**config.mk**
```make
export PLATFORM = sky130hd
export DESIGN_NAME = alpha_blend_plane_sample_core
export DESIGN_NICKNAME = d
export VERILOG_FILES = /design/src/rtl/abps_pkg.sv /design/src/rtl/abps_cfg_regs.sv /design/src/rtl/abps_mix.sv /design/src/rtl/abps_div.sv /design/src/rtl/alpha_blend_plane_sample_core.sv
export SDC_FILE = /design/constraint.sdc
export NUM_CORES = 2
export LEC_CHECK = 0
export ABC_AREA = 1
export BUFFER_PORTS_ARGS = -buffer_cell sky130_fd_sc_hd__buf_2
export CORE_ASPECT_RATIO = 0.75
export CORE_MARGIN = 1.5
export CORE_UTILIZATION = 45
export DETAILED_ROUTE_END_ITERATION = 8
export PLACE_DENSITY_LB_ADDON = 0.15
export SLEW_MARGIN = 20
export SYNTH_ARGS = -nofsm -noshare
export SYNTH_HDL_FRONTEND = slang
export SYNTH_SLANG_ARGS = --single-unit
```
**constraint.sdc**
```tcl
create_clock -name i_clk -period 6.77 [get_ports i_clk]
set_input_delay 1.354 -clock i_clk [delete_from_list [all_inputs] [get_ports i_clk]]
set_output_delay 1.354 -clock i_clk [all_outputs]
set_load 0.02 [all_outputs]
```
**src/rtl/abps_pkg.sv**
```systemverilog
// ----------------------------------------------------------------------------
// Alpha blend plane sample package
// Shared request, result and configuration types, register indexes and
// arithmetic constants, and the exact divide-by-255 helper.
// ----------------------------------------------------------------------------
package abps_pkg;

    localparam int CFG_INDEX_W = 8;
    localparam int CFG_DATA_W  = 8;

    localparam logic [CFG_INDEX_W-1:0] CFG_IDX_GLOBAL_ALPHA     = 8'd0;
    localparam logic [CFG_INDEX_W-1:0] CFG_IDX_CONSTANT_COLOUR  = 8'd1;
    localparam logic [CFG_INDEX_W-1:0] CFG_IDX_WIDE_SAMPLES     = 8'd2;
    localparam logic [CFG_INDEX_W-1:0] CFG_IDX_USE_SOURCE_PLANE = 8'd3;

    localparam logic [7:0]  GLOBAL_ALPHA_RESET    = 8'd255;
    localparam logic [7:0]  CONSTANT_COLOUR_RESET = 8'd0;

    localparam logic [15:0] ALPHA_FULL    = 16'd65025;
    localparam logic [31:0] BLEND_ROUND   = 32'd32512;
    localparam logic [23:0] SOURCE_ROUND  = 24'd127;
    localparam logic [31:0] DIV255_MAGIC  = 32'h8080_8081;
    localparam int          DIV255_SHIFT  = 39;

    typedef struct packed {
        logic [15:0] dst_sample;
        logic [15:0] src_sample;
        logic [7:0]  alpha;
        logic        last_in;
    } t_request;

    typedef struct packed {
        logic [15:0] blended_sample;
        logic        last_out;
    } t_result;

    typedef struct packed {
        logic [7:0] global_alpha;
        logic [7:0] constant_colour;
        logic       wide_samples;
        logic       use_source_plane;
    } t_cfg;

    typedef struct packed {
        logic        valid;
        logic        last;
        logic [31:0] numer;
        logic [15:0] src_term;
    } t_mix_stage;

    // Exact floor(x / 255) for any 32-bit x by reciprocal multiplication.
    function automatic logic [24:0] div255(input logic [31:0] x);
        logic [63:0] prod;
        prod = {32'd0, x} * {32'd0, DIV255_MAGIC};
        return prod[63:DIV255_SHIFT];
    endfunction

endpackage

```
**src/rtl/abps_cfg_regs.sv**
```systemverilog
// ----------------------------------------------------------------------------
// Alpha blend configuration registers
// Holds global alpha, constant colour and the two mode bits, written through
// the configuration channel.
// ----------------------------------------------------------------------------
module abps_cfg_regs
    import abps_pkg::*;
(
    input  logic                   i_clk,
    input  logic                   i_rst_n,
    input  logic                   i_cfg_valid,
    input  logic [CFG_INDEX_W-1:0] i_cfg_index,
    input  logic [CFG_DATA_W-1:0]  i_cfg_data,
    output logic                   o_cfg_ready,
    output t_cfg                   o_cfg
);

    t_cfg r_cfg;
    t_cfg n_cfg;

    always_comb begin
        n_cfg = r_cfg;
        if (i_cfg_valid) begin
            case (i_cfg_index)
                CFG_IDX_GLOBAL_ALPHA:     n_cfg.global_alpha     = i_cfg_data;
                CFG_IDX_CONSTANT_COLOUR:  n_cfg.constant_colour  = i_cfg_data;
                CFG_IDX_WIDE_SAMPLES:     n_cfg.wide_samples     = i_cfg_data[0];
                CFG_IDX_USE_SOURCE_PLANE: n_cfg.use_source_plane = i_cfg_data[0];
                default:                  n_cfg = r_cfg;
            endcase
        end
    end

    always_ff @(posedge i_clk) begin
        if (!i_rst_n) begin
            r_cfg.global_alpha     <= GLOBAL_ALPHA_RESET;
            r_cfg.constant_colour  <= CONSTANT_COLOUR_RESET;
            r_cfg.wide_samples     <= 1'b0;
            r_cfg.use_source_plane <= 1'b1;
        end else begin
            r_cfg <= n_cfg;
        end
    end

    assign o_cfg_ready = 1'b1;
    assign o_cfg       = r_cfg;

endmodule

```
**src/rtl/abps_mix.sv**
```systemverilog
// ----------------------------------------------------------------------------
// Alpha blend product and sum stages
// Four pipeline stages that form the effective alpha, the weighted products
// and the 32-bit blend numerator, plus the rounded source term.
// ----------------------------------------------------------------------------
module abps_mix
    import abps_pkg::*;
(
    input  logic       i_clk,
    input  logic       i_rst_n,
    input  logic       i_valid,
    input  t_request   i_request,
    input  t_cfg       i_cfg,
    output t_mix_stage o_stage
);

    logic        r_s1_valid;
    logic        r_s1_last;
    logic [15:0] r_s1_dst;
    logic [15:0] r_s1_alpha;
    logic [23:0] r_s1_src;

    logic        r_s2_valid;
    logic        r_s2_last;
    logic [31:0] r_s2_dst;
    logic [23:0] r_s2_const;
    logic [15:0] r_s2_src;

    logic        r_s3_valid;
    logic        r_s3_last;
    logic [31:0] r_s3_dst;
    logic [31:0] r_s3_const;
    logic [15:0] r_s3_src;

    logic        r_s4_valid;
    logic        r_s4_last;
    logic [31:0] r_s4_numer;
    logic [15:0] r_s4_src;

    logic [15:0] n_dst;
    logic [15:0] n_src;
    logic [15:0] n_inv;
    logic [24:0] n_src_q;

    always_comb begin
        n_dst   = i_cfg.wide_samples ? i_request.dst_sample
                                     : {8'd0, i_request.dst_sample[7:0]};
        n_src   = i_cfg.wide_samples ? i_request.src_sample
                                     : {8'd0, i_request.src_sample[7:0]};
        n_inv   = ALPHA_FULL - r_s1_alpha;
        n_src_q = div255({8'd0, r_s1_src});
    end

    always_ff @(posedge i_clk) begin
        if (!i_rst_n) begin
            r_s1_valid <= 1'b0;
            r_s2_valid <= 1'b0;
            r_s3_valid <= 1'b0;
            r_s4_valid <= 1'b0;
        end else begin
            r_s1_valid <= i_valid;
            r_s2_valid <= r_s1_valid;
            r_s3_valid <= r_s2_valid;
            r_s4_valid <= r_s3_valid;
        end
    end

    always_ff @(posedge i_clk) begin
        r_s1_last  <= i_request.last_in;
        r_s1_dst   <= n_dst;
        r_s1_alpha <= {8'd0, i_request.alpha} * {8'd0, i_cfg.global_alpha};
        r_s1_src   <= ({8'd0, n_src} * {16'd0, i_cfg.global_alpha}) + SOURCE_ROUND;

        r_s2_last  <= r_s1_last;
        r_s2_dst   <= {16'd0, r_s1_dst} * {16'd0, n_inv};
        r_s2_const <= {16'd0, i_cfg.constant_colour} * {8'd0, r_s1_alpha};
        r_s2_src   <= n_src_q[15:0];

        r_s3_last  <= r_s2_last;
        r_s3_dst   <= r_s2_dst + BLEND_ROUND;
        r_s3_const <= i_cfg.wide_samples
                      ? {8'd0, r_s2_const} * {24'd0, i_cfg.global_alpha}
                      : {8'd0, r_s2_const};
        r_s3_src   <= r_s2_src;

        r_s4_last  <= r_s3_last;
        r_s4_numer <= i_cfg.use_source_plane ? r_s3_dst : r_s3_dst + r_s3_const;
        r_s4_src   <= r_s3_src;
    end

    assign o_stage = {r_s4_valid, r_s4_last, r_s4_numer, r_s4_src};

endmodule

```
**src/rtl/abps_div.sv**
```systemverilog
// ----------------------------------------------------------------------------
// Alpha blend divide and output stages
// Divides the blend numerator by 65025 as two exact divisions by 255, adds
// the source term in source plane mode, registering the sample-width result.
// ----------------------------------------------------------------------------
module abps_div
    import abps_pkg::*;
(
    input  logic       i_clk,
    input  logic       i_rst_n,
    input  t_mix_stage i_stage,
    input  t_cfg       i_cfg,
    output logic       o_strobe,
    output t_result    o_result
);

    logic        r_s5_valid;
    logic        r_s5_last;
    logic [24:0] r_s5_q;
    logic [15:0] r_s5_src;

    logic        r_s6_valid;
    logic        r_s6_last;
    logic [16:0] r_s6_q;
    logic [15:0] r_s6_src;

    logic        r_strobe;
    t_result     r_result;

    logic [24:0] n_q6;
    logic [16:0] n_sum;

    always_comb begin
        n_q6  = div255({7'd0, r_s5_q});
        n_sum = i_cfg.use_source_plane ? r_s6_q + {1'b0, r_s6_src} : r_s6_q;
    end

    always_ff @(posedge i_clk) begin
        if (!i_rst_n) begin
            r_s5_valid <= 1'b0;
            r_s6_valid <= 1'b0;
            r_strobe   <= 1'b0;
        end else begin
            r_s5_valid <= i_stage.valid;
            r_s6_valid <= r_s5_valid;
            r_strobe   <= r_s6_valid;
        end
    end

    always_ff @(posedge i_clk) begin
        r_s5_last <= i_stage.last;
        r_s5_q    <= div255(i_stage.numer);
        r_s5_src  <= i_stage.src_term;

        r_s6_last <= r_s5_last;
        r_s6_q    <= n_q6[16:0];
        r_s6_src  <= r_s5_src;

        r_result.last_out       <= r_s6_last;
        r_result.blended_sample <= i_cfg.wide_samples ? n_sum[15:0]
                                                      : {8'd0, n_sum[7:0]};
    end

    assign o_strobe = r_strobe;
    assign o_result = r_result;

endmodule

```
**src/rtl/alpha_blend_plane_sample_core.sv**
```systemverilog
// ----------------------------------------------------------------------------
// Alpha blend plane sample core
// Premultiplied-alpha over blend of one plane sample per request.
//
// A request (destination sample, source sample, alpha, last flag) is taken
// at a rising edge with start high and busy low. Busy stays low, so a new
// request may be issued in every cycle.
// Each request gives one result on o_result, marked by o_strobe for a single
// cycle, and results leave in request order.
// Sustained rate is one request per clock; the path runs through the seven
// register stages (products, numerator sum, two divide-by-255 multiplies,
// final add).
// The receiver cannot hold results off, so nothing in the pipeline ever
// waits. Configuration is written on its own valid/ready channel and must
// only change while no request is in flight.
// A synchronous reset restores the register defaults and drops all requests
// in flight; no strobe is given until new requests arrive.
// ----------------------------------------------------------------------------
module alpha_blend_plane_sample_core
    import abps_pkg::*;
(
    input  logic                   i_clk,
    input  logic                   i_rst_n,
    input  logic                   start,
    output logic                   busy,
    input  t_request               i_request,
    output logic                   o_strobe,
    output t_result                o_result,
    input  logic                   i_cfg_valid,
    output logic                   o_cfg_ready,
    input  logic [CFG_INDEX_W-1:0] i_cfg_index,
    input  logic [CFG_DATA_W-1:0]  i_cfg_data
);

    t_cfg       cfg;
    t_mix_stage mix_stage;
    logic       cfg_ready;

    assign busy = 1'b0;

    abps_cfg_regs u_cfg_regs (
        .i_clk       (i_clk),
        .i_rst_n     (i_rst_n),
        .i_cfg_valid (i_cfg_valid & cfg_ready),
        .i_cfg_index (i_cfg_index),
        .i_cfg_data  (i_cfg_data),
        .o_cfg_ready (cfg_ready),
        .o_cfg       (cfg)
    );

    assign o_cfg_ready = cfg_ready;

    abps_mix u_mix (
        .i_clk     (i_clk),
        .i_rst_n   (i_rst_n),
        .i_valid   (start & ~busy),
        .i_request (i_request),
        .i_cfg     (cfg),
        .o_stage   (mix_stage)
    );

    abps_div u_div (
        .i_clk    (i_clk),
        .i_rst_n  (i_rst_n),
        .i_stage  (mix_stage),
        .i_cfg    (cfg),
        .o_strobe (o_strobe),
        .o_result (o_result)
    );

endmodule

```
==> impl_metrics.env <==
export IMPL_status="complete, no violations"
export IMPL_synth_top_cell_area_share_pct=23.2
export IMPL_synthTopCellsByArea="fa_1 23%, ha_1 21%, dfxtp_1 14%, nand2_1 12%, inv_1 10%"
export IMPL_synth_edf_count=0
export IMPL_fp_row_count=110
export IMPL_initial_core_util_pct=45.3
export IMPL_clock_skew_ps=40.4
export IMPL_first_iter_violations=3195
export IMPL_hold_viol=0
export IMPL_synth_seq_cells=377
export IMPL_yosysUniqueCellTypes=48
export IMPL_crit_required_ps=7310
export IMPL_cpMostUsedCell="nand2_1"
export IMPL_postSynth_asyncResetShare_pct=0
export IMPL_end_kind="flip-flop"
export IMPL_clock_path_buffers=3
export IMPL_wl_met3_mm=10.2
export IMPL_drv_cap=0
export IMPL_finalInstanceArea_sq_um=58200
export IMPL_avgSynthCellArea_sq_um=7.48
export IMPL_grt_pass1_wl_mm=254
export IMPL_yosysSeqAreaShare_pct=13.9
export IMPL_min_path_type="reg -> reg"
export IMPL_cts_tree="built"
export IMPL_synth_cells=7256
export IMPL_fillCellCount=12177
export IMPL_crit_slowest_cell="fa_1"
export IMPL_cts_root_buf="clkbuf_16"
export IMPL_max_freq_ghz=0.158
export IMPL_hold_path_depth=0
export IMPL_antenna_found_initial=3
export IMPL_met2WireLength_mm=69.1
export IMPL_gp_congestion=0.996
export IMPL_synthMuxAreaShare_pct=0
export IMPL_routed_wl_mm=163
export IMPL_synth_compound_area_share_pct=8.12
export IMPL_rsz0062_at_grt="no"
export IMPL_relSlewSlack_pct=39.9
export IMPL_die_w_um=404
export IMPL_critical_path_max_stage_delay_ps=530
export IMPL_period_share_pct=93.3
export IMPL_synth_top_family_by_area="adder cells"
export IMPL_synthMostInstantiatedCell="nand2_1"
export IMPL_grt_pass1_vias=45384
export IMPL_antenna_left=0
export IMPL_wl_per_cell_um=18.2
export IMPL_top_layer_used="met5"
export IMPL_synth_xor_area_share_pct=2.20
export IMPL_io_pins=81
export IMPL_regArea_sq_um=7560
export IMPL_viasPerCell=5.13
export IMPL_fin_crit_ps=6320
export IMPL_htreeDepth=2
export IMPL_area_growth_pct=7.17
export IMPL_yosys_area_share_simple_pct=20.5
export IMPL_nets=8865
export IMPL_multi_input_area_sq_um=40500
export IMPL_chipHeight_um=304
export IMPL_synthAdderAreaFrac_pct=43.7
export IMPL_worstMarginPinSlew_ps=901
export IMPL_dr_pass1_iters=6
export IMPL_setup_viol_count_final=0
export IMPL_dp_hpwl_mm=140
export IMPL_synth_top_area_cell="fa_1"
export IMPL_clock_latency_ps=630
export IMPL_netlist_top_cells_count="1719 x nand2_1, 1476 x inv_1, 892 x ha_1, 628 x fa_1, 595 x nor2_1"
export IMPL_grt_usage_pct=26.5
export IMPL_vias=45935
export IMPL_met1_length_mm=80.0
export IMPL_core_sq_um=120000
export IMPL_synth_nets=8837
export IMPL_cp_start_kind="flip-flop"
export IMPL_final_util_pct=48.5
export IMPL_synth_area_sq_um=54300
export IMPL_grt_max_degree=50
export IMPL_numCtsBuffers=44
export IMPL_synth_warnings=0
export IMPL_clk_pin_slew_ps=70
export IMPL_drc=0
export IMPL_r2r_cells=32
export IMPL_drive_above_1_share_pct=3.83
export IMPL_overflow=0
export IMPL_die_area_sq_um=123000
export IMPL_numPortBuffers=78
export IMPL_cts_sinks=377
export IMPL_dpl_cell_area_sq_um=56600
export IMPL_ys_flop_type="dfxtp_1"
export IMPL_cp_max_fo=10
export IMPL_finalMaxSlewViolations=0
export IMPL_critPathKind="reg -> reg"
export IMPL_critPathArrivalTime_ps=6860
export IMPL_setup_tns_ps=0
## cell usage in the layout, fill, tap and decap left out, drive strengths merged, types with 3 or more instances in the layout
cell type | Yosys | routed
a211oi | 4 | 4
a21boi | 15 | 15
a21o | 25 | 25
a21oi | 391 | 391
a31oi | 14 | 14
and2 | 4 | 4
buf | 22 | 146
bufinv | 0 | 6
clkbuf | 142 | 51
clkinv | 7 | 19
clkinvlp | 0 | 3
dfxtp | 377 | 377
fa | 628 | 628
ha | 892 | 892
inv | 1484 | 1494
nand2 | 1725 | 1725
nand3 | 230 | 230
nand3b | 9 | 9
nand4 | 79 | 79
nor2 | 598 | 598
nor3 | 62 | 62
nor3b | 3 | 3
nor4 | 23 | 23
o211ai | 20 | 20
o21a | 22 | 22
o21ai | 267 | 267
o21bai | 45 | 45
o31ai | 5 | 5
or2 | 22 | 22
xnor2 | 57 | 57
xor2 | 77 | 77
## routing by layer
metal  GRT usage, %  up-vias
met2           40.4     1256
li1               -    22608
met5              0        -
met3           4.18      186
met4           6.43        2
met1           39.1    21883
## sequential cells by signal, indices dropped and copies added, names as in the netlist, 16 cells and up
| name | count |
|---|---|
| u_mix.r_s4_numer | 32 |
| u_mix.r_s3_const | 32 |
| u_mix.r_s2_dst | 32 |
| u_div.r_s5_q | 25 |
| u_mix.r_s4_src | 16 |
| u_mix.r_s2_src | 16 |
| u_cfg_regs.o_cfg | 18 |
| u_div.r_s6_q | 16 |
| u_mix.r_s3_dst | 32 |
| u_mix.r_s1_alpha | 16 |
| u_mix.r_s1_dst | 16 |
| u_mix.r_s1_src | 24 |
| u_mix.r_s3_src | 16 |
| u_div.r_s5_src | 16 |
| u_mix.r_s2_const | 24 |
| u_div.r_s6_src | 16 |
| u_div.o_result | 17 |
## repair_timing
action	CTS	global route
endpoints found under the setup margin	0	11
hold endpoints to repair	0	0
hold buffers	0	0
setup buffers	0	2
gates resized for setup	0	10
## critical path, delay by kind of cell, from the launching register on
family	cells	cell delay, ps
simple gates	16	1610
fa+ha+maj	8	3420
flops	1	400
buf+inv	7	570
compound gates	1	220
## per-stage QoR
step                std cells  hold slack (ps)  setup slack, ps
global route             8944              326             46.9
floorplan                7256              310              648
finish                   8946              320              453
detailed placement       8860              312              320
CTS                      8942              321              334
global placement         8860              310              278
## path summary, 6_finish.rpt
check	startpoint	endpoint	slack (ps)
min	u_mix.r_s2_dst[3]	u_mix.r_s3_dst[3]	320
max	u_mix.r_s1_alpha[1]	u_mix.r_s2_dst[28]	450
min reg2reg	u_mix.r_s2_dst[3]	u_mix.r_s3_dst[3]	320
max reg2reg	u_mix.r_s1_alpha[1]	u_mix.r_s2_dst[28]	450
## area by class of cell
type                       instances  share of cell area, %
antenna                            2                0.00860
clock inverter                    31                  0.669
timing repair buffer             146                   1.55
inverter                        1491                   9.62
sequential                       377                   13.0
clock buffer                      51                   2.06
tap                             1624                   3.49
multi-input combinational       5224                   69.6
## cell families (layout without fill, tap and decap cells)
group                      after synthesis  after routing
AOI/OAI and AO/OA                      809            809
other                                    2              4
buffers and inverters                 1655           1719
DFF                                    377            377
and+or+nand+nor                       2759           2759
xor gates and xnor gates               134            134
adders and majority gates             1520           1520
Power is not shown: default switching activity piles up to over one toggle a cycle in this logic, so the estimate is an artifact.
